<file path="src/design/il53_pkg.sv">
// Shared types, constants and a saturation helper function for the inverse 5/3 lifting line block.
package il53_pkg;

    localparam int COEF_BITS    = 20;
    localparam int SMOOTH_BITS  = COEF_BITS + 2;
    localparam int CALC_BITS    = COEF_BITS + 4;
    localparam int LEN_BITS     = 16;
    localparam int NUM_SLOTS    = 4;
    localparam int CNT_BITS     = 3;
    localparam int CFG_IDX_BITS = 1;
    localparam int CFG_BITS     = 16;

    localparam logic [CFG_IDX_BITS-1:0] CFG_LINE_LENGTH  = 1'b0;
    localparam logic [CFG_IDX_BITS-1:0] CFG_START_PARITY = 1'b1;

    typedef logic signed [COEF_BITS-1:0]   t_coef;
    typedef logic signed [SMOOTH_BITS-1:0] t_smooth;
    typedef logic signed [CALC_BITS-1:0]   t_calc;
    typedef logic [LEN_BITS-1:0]           t_len;
    typedef logic [CNT_BITS-1:0]           t_cnt;

    localparam t_calc C_TWO  = t_calc'(2);
    localparam t_calc SAT_HI = t_calc'((64'sd1 <<< (COEF_BITS - 1)) - 64'sd1);
    localparam t_calc SAT_LO = t_calc'(-(64'sd1 <<< (COEF_BITS - 1)));

    typedef struct packed {
        t_coef   high;
        t_coef   low;
        t_smooth smooth;
    } t_held;

    typedef struct packed {
        logic [NUM_SLOTS-1:0][COEF_BITS-1:0] samples;
        t_cnt                                count;
        logic                                last_line;
        t_held                               held;
    } t_calc_out;

    function automatic t_coef sat_coef(input t_calc v);
        t_coef r;
        if (v > SAT_HI) begin
            r = SAT_HI[COEF_BITS-1:0];
        end else if (v < SAT_LO) begin
            r = SAT_LO[COEF_BITS-1:0];
        end else begin
            r = v[COEF_BITS-1:0];
        end
        return r;
    endfunction

endpackage

</file>
<file path="src/design/il53_calc.sv">
// Combinational lifting arithmetic for one coefficient pair: samples, count and next held values.
module il53_calc (
    input  il53_pkg::t_coef     i_low,
    input  il53_pkg::t_coef     i_high,
    input  il53_pkg::t_held     i_held,
    input  il53_pkg::t_len      i_len,
    input  logic                i_par,
    input  il53_pkg::t_len      i_pair_cnt,
    output il53_pkg::t_calc_out o_res,
    output il53_pkg::t_len      o_pair_cnt
);
    import il53_pkg::*;

    logic [LEN_BITS:0] len_eff;
    logic [LEN_BITS:0] pairs;
    logic              last;
    logic              odd_len;
    logic              first;

    always_comb begin
        t_calc s;
        t_calc d;
        t_calc hh;
        t_calc hl;
        t_calc hs;
        t_calc dl;
        t_calc dr;
        t_calc e;
        t_calc e1;
        t_calc e2;
        t_calc el;
        t_calc hs_cur;
        t_cnt  n;

        len_eff = (i_len == '0) ? (LEN_BITS+1)'(1) : {1'b0, i_len};
        pairs   = (len_eff + (LEN_BITS+1)'(1)) >> 1;
        last    = ({1'b0, i_pair_cnt} + (LEN_BITS+1)'(1)) >= pairs;
        odd_len = len_eff[0];
        first   = (i_pair_cnt == '0);

        s  = t_calc'(i_low);
        d  = t_calc'(i_high);
        hh = t_calc'(i_held.high);
        hl = t_calc'(i_held.low);
        hs = t_calc'(i_held.smooth);

        dl     = first ? d : hh;
        dr     = (last && odd_len) ? hh : d;
        e      = s - ((dl + dr + C_TWO) >>> 2);
        e1     = hl - ((hh + d + C_TWO) >>> 2);
        e2     = s - ((d + d + C_TWO) >>> 2);
        hs_cur = first ? hs : e1;
        el     = '0;

        n            = '0;
        o_res        = '0;
        o_res.held   = i_held;

        if (len_eff == (LEN_BITS+1)'(1)) begin
            o_res.samples[0] = i_par ? sat_coef(d >>> 1) : sat_coef(s);
            n = t_cnt'(1);
        end else if (!i_par) begin
            if (!first) begin
                o_res.samples[n[1:0]] = sat_coef(hh + ((hs + e) >>> 1));
                n = n + t_cnt'(1);
            end
            o_res.samples[n[1:0]] = sat_coef(e);
            n = n + t_cnt'(1);
            if (last && !odd_len) begin
                o_res.samples[n[1:0]] = sat_coef(d + e);
                n = n + t_cnt'(1);
            end
            o_res.held.high   = i_high;
            o_res.held.low    = i_low;
            o_res.held.smooth = t_smooth'(e);
        end else begin
            if (!first) begin
                el = (i_pair_cnt == t_len'(1)) ? e1 : hs;
                o_res.samples[n[1:0]] = sat_coef(hh + ((el + e1) >>> 1));
                n = n + t_cnt'(1);
                o_res.samples[n[1:0]] = sat_coef(e1);
                n = n + t_cnt'(1);
                o_res.held.smooth = t_smooth'(e1);
            end
            if (last) begin
                if (!odd_len) begin
                    el = first ? e2 : hs_cur;
                    o_res.samples[n[1:0]] = sat_coef(d + ((el + e2) >>> 1));
                    n = n + t_cnt'(1);
                    o_res.samples[n[1:0]] = sat_coef(e2);
                    n = n + t_cnt'(1);
                    o_res.held.smooth = t_smooth'(e2);
                end else begin
                    o_res.samples[n[1:0]] = sat_coef(d + hs_cur);
                    n = n + t_cnt'(1);
                end
            end
            o_res.held.high = i_high;
            o_res.held.low  = i_low;
        end

        o_res.count     = n;
        o_res.last_line = last;
        o_pair_cnt      = last ? '0 : (i_pair_cnt + t_len'(1));
    end

endmodule

</file>
<file path="src/design/inverse_53_lifting_line_top.sv">
// Top level of the streaming inverse 5/3 lifting line reconstruction block.
// Usage: program line_length and start_parity through the write port while the block
// is idle; any write restarts the line. Then send one item per coefficient pair
// (low coefficient k, high coefficient k) on the input channel. Samples leave in
// line order on the output channel, one per cycle while the receiver is ready,
// with o_last_of_line on the last. An accepted item is held in the input register
// while its samples are computed; they are then loaded into the result buffer,
// which offers the first of them. An item's samples occupy the result buffer until
// the last is taken; a line of L samples comes as about L/2 items, two samples
// per item on average. The single output port is the limiting resource.
// The next item is taken while earlier samples still drain.
// When the receiver stalls the result buffer holds, the input register fills and
// o_ready falls; nothing is lost. Reset (synchronous, active low) empties both
// stages, sets line_length to 1, start_parity to 0 and clears the held values.
module inverse_53_lifting_line_top (
    input  logic                                    i_clk,
    input  logic                                    i_rst_n,
    input  logic                                    i_cfg_we,
    input  logic [il53_pkg::CFG_IDX_BITS-1:0]       i_cfg_index,
    input  logic [il53_pkg::CFG_BITS-1:0]           i_cfg_data,
    input  logic                                    i_valid,
    output logic                                    o_ready,
    input  logic signed [il53_pkg::COEF_BITS-1:0]   i_low_coef,
    input  logic signed [il53_pkg::COEF_BITS-1:0]   i_high_coef,
    output logic                                    o_valid,
    input  logic                                    i_ready,
    output logic signed [il53_pkg::COEF_BITS-1:0]   o_output_sample,
    output logic                                    o_last_of_line
);
    import il53_pkg::*;

    t_len  r_len;
    logic  r_par;
    t_len  r_pair_cnt;
    t_held r_held;
    logic  r_in_valid;
    t_coef r_in_low;
    t_coef r_in_high;
    logic [NUM_SLOTS-1:0][COEF_BITS-1:0] r_buf;
    t_cnt  r_cnt;
    logic  r_last_line;

    t_calc_out calc_res;
    t_len      n_pair_cnt;
    logic      pop;
    logic      advance;

    il53_calc u_calc (
        .i_low      (r_in_low),
        .i_high     (r_in_high),
        .i_held     (r_held),
        .i_len      (r_len),
        .i_par      (r_par),
        .i_pair_cnt (r_pair_cnt),
        .o_res      (calc_res),
        .o_pair_cnt (n_pair_cnt)
    );

    assign o_valid         = (r_cnt != '0);
    assign pop             = o_valid && i_ready;
    assign advance         = r_in_valid && ((r_cnt == '0) || ((r_cnt == t_cnt'(1)) && i_ready));
    assign o_ready         = !r_in_valid || advance;
    assign o_output_sample = r_buf[0];
    assign o_last_of_line  = r_last_line && (r_cnt == t_cnt'(1));

    always_ff @(posedge i_clk) begin
        if (!i_rst_n) begin
            r_len      <= t_len'(1);
            r_par      <= 1'b0;
            r_pair_cnt <= '0;
            r_held     <= '0;
        end else if (i_cfg_we) begin
            case (i_cfg_index)
                CFG_LINE_LENGTH: begin
                    r_len      <= i_cfg_data[LEN_BITS-1:0];
                    r_pair_cnt <= '0;
                end
                CFG_START_PARITY: begin
                    r_par      <= i_cfg_data[0];
                    r_pair_cnt <= '0;
                end
                default: begin
                    r_pair_cnt <= r_pair_cnt;
                end
            endcase
        end else if (advance) begin
            r_pair_cnt <= n_pair_cnt;
            r_held     <= calc_res.held;
        end
    end

    always_ff @(posedge i_clk) begin
        if (!i_rst_n) begin
            r_in_valid <= 1'b0;
        end else if (o_ready) begin
            r_in_valid <= i_valid;
        end
    end

    always_ff @(posedge i_clk) begin
        if (o_ready && i_valid) begin
            r_in_low  <= i_low_coef;
            r_in_high <= i_high_coef;
        end
    end

    always_ff @(posedge i_clk) begin
        if (!i_rst_n) begin
            r_cnt <= '0;
        end else if (advance) begin
            r_cnt <= calc_res.count;
        end else if (pop) begin
            r_cnt <= r_cnt - t_cnt'(1);
        end
    end

    always_ff @(posedge i_clk) begin
        if (advance) begin
            r_buf       <= calc_res.samples;
            r_last_line <= calc_res.last_line;
        end else if (pop) begin
            for (int i = 0; i < NUM_SLOTS - 1; i++) begin
                r_buf[i] <= r_buf[i+1];
            end
        end
    end

endmodule
</file>
<file path="config.mk">
export PLATFORM = sky130hd
export DESIGN_NAME = inverse_53_lifting_line_top
export DESIGN_NICKNAME = d
export VERILOG_FILES = /design/src/design/il53_pkg.sv /design/src/design/il53_calc.sv /design/src/design/inverse_53_lifting_line_top.sv
export SDC_FILE = /design/constraint.sdc
export NUM_CORES = 1
export LEC_CHECK = 0
export BUFFER_PORTS_ARGS = -buffer_cell sky130_fd_sc_hd__buf_2
export CAP_MARGIN = 25
export CORE_MARGIN = 3
export CORE_UTILIZATION = 30
export CTS_CLUSTER_SIZE = 8
export DETAILED_ROUTE_END_ITERATION = 7
export SYNTH_ARGS = -nofsm -noshare
export SYNTH_HDL_FRONTEND = slang
export SYNTH_HIERARCHICAL = 1
export SYNTH_SLANG_ARGS = --single-unit
</file>
<file path="constraint.sdc">
create_clock -name i_clk -period 33.9 [get_ports i_clk]
set_input_delay 3.39 -clock i_clk [delete_from_list [all_inputs] [get_ports i_clk]]
set_output_delay 3.39 -clock i_clk [all_outputs]
set_load 0.005 [all_outputs]
</file>
Word level (Yosys, flattened, before mapping)
Index checks and enable logic that the tools add are counted.
{"block": "totals", "regBits": 220, "latchBits": 0, "ramBits": 0, "rom_bits": 0, "output_inout_bits": 23, "elab_cells": 189, "n_memories": 0}
{"block": "op_classes", "addsub": 25, "n_mul": 0, "n_div": 0, "magnitude_cmp": 29, "eq_ne": 3, "n_shift": 0, "n_mux": 89, "n_bitwise": 4, "n_reduce_logical": 24}
{"cell": "2-to-1 mux 20 bit", "n": 46}
{"cell": "bitwise mux 80 bit", "n": 5}
{"cell": "2-to-1 mux 80 bit", "n": 4}
{"cell": "demux 20 bit (select 2 bit)", "n": 4}
{"cell": "2-to-1 mux 40 bit", "n": 4}
{"cell": "greater-than comparator 24 x 20 -> 1 bit (second input constant)", "n": 5}
{"cell": "less-than comparator 24 x 20 -> 1 bit (second input constant)", "n": 5}
{"cell": "2-to-1 mux 24 bit", "n": 5}
{"cell": "2-to-1 mux 60 bit", "n": 2}
{"cell": "adder 20 x 23 -> 24 bit", "n": 4}
{"cell": "2-to-1 mux 22 bit", "n": 4}
{"cell": "adder 24 x 21 -> 24 bit", "n": 2}
{"cell": "adder 21 x 3 -> 22 bit (second input constant)", "n": 2}
{"cell": "adder 20 x 20 -> 21 bit", "n": 2}
{"cell": "greater-than comparator 21 x 20 -> 1 bit (second input constant)", "n": 2}
{"cell": "less-than comparator 21 x 20 -> 1 bit (second input constant)", "n": 2}
{"cell": "subtractor 20 x 20 -> 21 bit", "n": 2}
{"cell": "2-to-1 mux 3 bit", "n": 11}
{"cell": "zero test 16 bit", "n": 2}
{"cell": "2-to-1 mux 16 bit", "n": 2}
{"cell": "adder 20 x 24 -> 24 bit", "n": 1}
{"cell": "adder 22 x 23 -> 24 bit", "n": 1}
{"cell": "adder 24 bit", "n": 1}
{"cell": "adder 24 x 3 -> 24 bit (second input constant)", "n": 1}
{"cell": "other kinds (30)", "n": 55}

Depth between registers and ports, before layout
{"block": "depth", "ltp_word": 23, "ltp_mapped": 60}

By module
Netlist, hierarchy kept.
{"mod": "il53_calc", "n_inst": 1, "cells_per_inst": 3137, "area_each_um2": 20972.6, "seq_area_each_um2": 0.0}
{"mod": "inverse_53_lifting_line_top", "n_inst": 1, "cells_per_inst": 668, "area_each_um2": 8513.2, "seq_area_each_um2": 5615.4}

Worst setup path before layout
Ideal clock, no wire load.
{"block": "synth_timing", "path_kind": "flip-flop to flip-flop", "from": "register r_len[7]", "to": "register r_buf, in the netlist o_output_sample[2], data pin", "setup_time_ns": 0.260, "t_arrival_ns": 11.687, "setup_slack_ns": 21.953, "stages_incl_launch_ff": 52, "n_path_buf": 3, "period_less_slack_ns": 11.947, "cell_sequence": "dfxtp_1 -> or4_1 -> nor2_2 -> a31oi_2 -> inv_2 -> ha_1 -> nand2_1 -> nor2_1 -> nand3_1 -> xor2_1 -> ha_1 -> a211oi_1 -> o211a_1 -> a21oi_1 -> o21ai_1 -> clkbuf_1 -> mux2_2 -> ha_1 -> [... 16 more ...] -> o211ai_1 -> a21oi_1 -> o21a_1 -> o41a_1 -> a21oi_1 -> xnor2_1 -> ha_1 -> clkbuf_1 -> a21o_1 -> a211o_1 -> or4_1 -> nand3_1 -> o31a_1 -> clkbuf_1 -> o311ai_1 -> a221o_1 -> o311a_1 -> mux2_2"}
{"item": "start: declaration", "line": "inverse_53_lifting_line_top.sv:32", "source": "t_len r_len;"}
{"item": "start signal: assignment", "line": "inverse_53_lifting_line_top.sv:68", "source": "r_len <= t_len'(1);"}
{"item": "start signal: assignment", "line": "inverse_53_lifting_line_top.sv:75", "source": "r_len <= i_cfg_data[LEN_BITS-1:0];"}
{"item": "end signal: assignment", "line": "inverse_53_lifting_line_top.sv:119", "source": "r_buf <= calc_res.samples;"}
{"item": "end signal: indexed assignment", "line": "inverse_53_lifting_line_top.sv:123", "source": "r_buf[i] <= r_buf[i+1];"}
{"item": "end: declaration", "line": "inverse_53_lifting_line_top.sv:39", "source": "logic [NUM_SLOTS-1:0][COEF_BITS-1:0] r_buf;"}

==> results.sh <==
export IMPL_status="completed"
export IMPL_end_kind="flip-flop"
export IMPL_hp_start="r_held[22]"
export IMPL_max_cap_violations=0
export IMPL_relSlewSlack=0.2372
export IMPL_netlist_instances=3805
export IMPL_tightestPinTransition_ns=1.144
export IMPL_finalClockSkew_ns=0.03422
export IMPL_path_clk_slew_ns=0.06
export IMPL_dp_slack_ns=20.17
export IMPL_postRouteAntennaNets=0
export IMPL_cpMostUsedCell="ha_1"
export IMPL_syn_area_per_cell_sq_um=7.749
export IMPL_rsz0062_at_grt="no"
export IMPL_cp_arrival_ns=14.45
export IMPL_maxClockFrequency_ghz=0.07077
export IMPL_hpwl_mm=91.62
export IMPL_syn_area_sq_um=29490
export IMPL_finalMaxSlewViolations=0
export IMPL_gr_total_overflow=0
export IMPL_synth_top_cell_by_area="ha_1"
export IMPL_postLayoutCellArea_sq_um=32210
export IMPL_hold_viol_final=0
export IMPL_initial_core_util=0.3036
export IMPL_setup_tns_ns=0
export IMPL_fin_ws_ns=19.77
export IMPL_wirelength_mm=119.4
export IMPL_dieArea_sq_um=102100
export IMPL_finalCriticalPeriod_ns=14.13
export IMPL_critical_path_class="reg2reg"
export IMPL_cts_root_buf="clkbuf_16"
export IMPL_drtIter0Drc=3153
export IMPL_critPathMaxFanout=23
export IMPL_syn2layout_area_growth_pct=9.229
export IMPL_grt_pass1_wl_mm=176.2
export IMPL_die_h_um=319.5
export IMPL_synth_cell_types=110
export IMPL_antenna_found_initial=4
export IMPL_whs_path_depth=2
export IMPL_yosys_most_used_dff="edfxtp_1"
export IMPL_rows=114
export IMPL_slowest_stage="o31a_1"
export IMPL_final_nets=4235
export IMPL_yosysWarnings=6
export IMPL_cts_sinks=220
export IMPL_drc=0
export IMPL_synthTopCellsByArea="ha_1, edfxtp_1, nand2_1"
export IMPL_post_cts_resized=0
export IMPL_layout_drive_gt1_share=0.09557
export IMPL_synth_seq_area_share=0.1904
export IMPL_whs_ns=0.4761
export IMPL_insertion_delay_ns=0.58
export IMPL_crit_required_ns=34.22
export IMPL_htreeDepth=2
export IMPL_worstReg2RegEnd="o_output_sample[0]"
export IMPL_grt_pass1_vias=27640
export IMPL_diodes=0
export IMPL_ys_ff_latch=220
export IMPL_cts_buffer_depth=3
export IMPL_routed_via_density=5.779
export IMPL_synth_nets=4225
export IMPL_coreArea_sq_um=97140
export IMPL_netlist_area_leader_share=0.1464
export IMPL_avgRoutedWirePerCell_um=23.33
export IMPL_port_buffers=84
export IMPL_critical_path_max_stage_delay_ns=0.83
export IMPL_hold_end="r_held[22]"
export IMPL_r2r_setup_slack_ns=19.77
export IMPL_globalplace_congestion=1.022
export IMPL_synth_top_cells_by_count="nand2_1, ha_1, a21oi_1"
export IMPL_grt_usage=0.2252
export IMPL_critical_path_startpoint="r_len[7]"
export IMPL_grt_max_degree=69
export IMPL_rr_startpoint="r_len[7]"
export IMPL_die_w_um=319.5
export IMPL_critPathLaunchType="flip-flop"
export IMPL_top_level_ports=85
export IMPL_cts_tree="built"
export IMPL_setup_viol=0
export IMPL_synthArstFlopShare=0
export IMPL_finalCritPeriodShare=0.4168
export IMPL_cts_inserted_buffers=35
export IMPL_synth_edff_count=121
export IMPL_vias=29560
export IMPL_worst_r2r_path_depth=49
export IMPL_cts_setup_buffers=0
export IMPL_ctsHoldBuffers=0
export IMPL_seqCellArea_sq_um=5619
export IMPL_min_path_type="reg2reg"
export IMPL_place_area_sq_um=31140
export IMPL_yosysMostFrequentCell="nand2_1"
export IMPL_dr_pass1_iters=6
export IMPL_n_fill_cell=10270
export IMPL_multiInputGateArea_sq_um=22540
-- kinds of logic (layout without fill, tap and decap cells) --
| logic type | after synthesis | in the layout | synth area share |
|---|---|---|---|
| flops | 220 | 220 | 0.1904 |
| compound gates | 1093 | 1093 | 0.2472 |
| xor+xnor | 259 | 259 | 0.07757 |
| fa+ha+maj | 372 | 372 | 0.1600 |
| mux | 170 | 170 | 0.06183 |
| simple gates | 1393 | 1393 | 0.2175 |
| buf+inv | 298 | 333 | 0.04549 |
-- stage by stage --
| step | utilization | std cells |
|---|---|---|
| 2_1_floorplan | - | 3805 |
| 3_3_place_gp | 0.3205 | 5053 |
| 3_5_place_dp | 0.3205 | 5053 |
| 4_1_cts | 0.3315 | 5115 |
| 5_1_grt | 0.3316 | 5116 |
| 6_report | 0.3316 | 5116 |
-- layer usage --
layer	track usage	wire, um	vias up	share of wire
li1	-	-	13940	-
met1	0.2885	49660	13780	0.42
met2	0.3429	49530	1443	0.41
met3	0.03727	9848	395	0.082
met4	0.1621	10320	4	0.086
met5	0	27	-	0.00023
-- critical path: cells and delay by family, from the launching register on --
kind,cells,cell delay (ns)
multiplexers,2,0.65
AO/OA/AOI/OAI,26,7.45
flip-flops,1,0.36
AND/OR/NAND/NOR,8,1.72
XOR/XNOR,4,0.81
buffers and inverters,2,0.68
adder cells (fa/ha/maj),7,2.16
-- sequential cells by signal (all words and copies together) (netlist names) --
name             cells
o_output_sample     20
r_len               16
r_buf               60
r_par                1
r_held              62
r_in_high           20
r_in_valid           1
r_cnt                3
r_in_low            20
r_pair_cnt          16
r_last_line          1
-- placed cells by master (no fill, tap or decap), drive strengths merged, types with 57 or more instances in the layout --
master	count
inv	115
nand2	588
mux2	94
ha	345
nor3	84
xnor2	148
nor2	300
a21oi	325
mux2i	76
a21o	111
nand3	88
xor2	111
buf	154
nor2b	72
dfxtp	99
o21ai	206
clkbuf	57
edfxtp	121
o21a	57
-- final cells by class --
type | instances | share of cell area
Clock inverter | 5 | 0.002020
Timing Repair Buffer | 154 | 0.02945
Clock buffer | 57 | 0.03100
Sequential cell | 220 | 0.1745
Inverter | 117 | 0.01364
Multi-Input combinational cell | 3287 | 0.6999
Tap cell | 1276 | 0.04957
-- worst max path at each step --
stage / end / slack, ns
3_5_place_dp: o_output_sample[7] / 20.17
2_1_floorplan: o_output_sample[2] / 21.95
6_report: o_output_sample[0] / 19.77
5_1_grt: o_output_sample[0] / 18.88
3_3_place_gp: o_output_sample[7] / 20.34
4_1_cts: o_output_sample[0] / 20.10
Power is not shown: default switching activity piles up to over one toggle a cycle in this logic, so the estimate is an artifact.
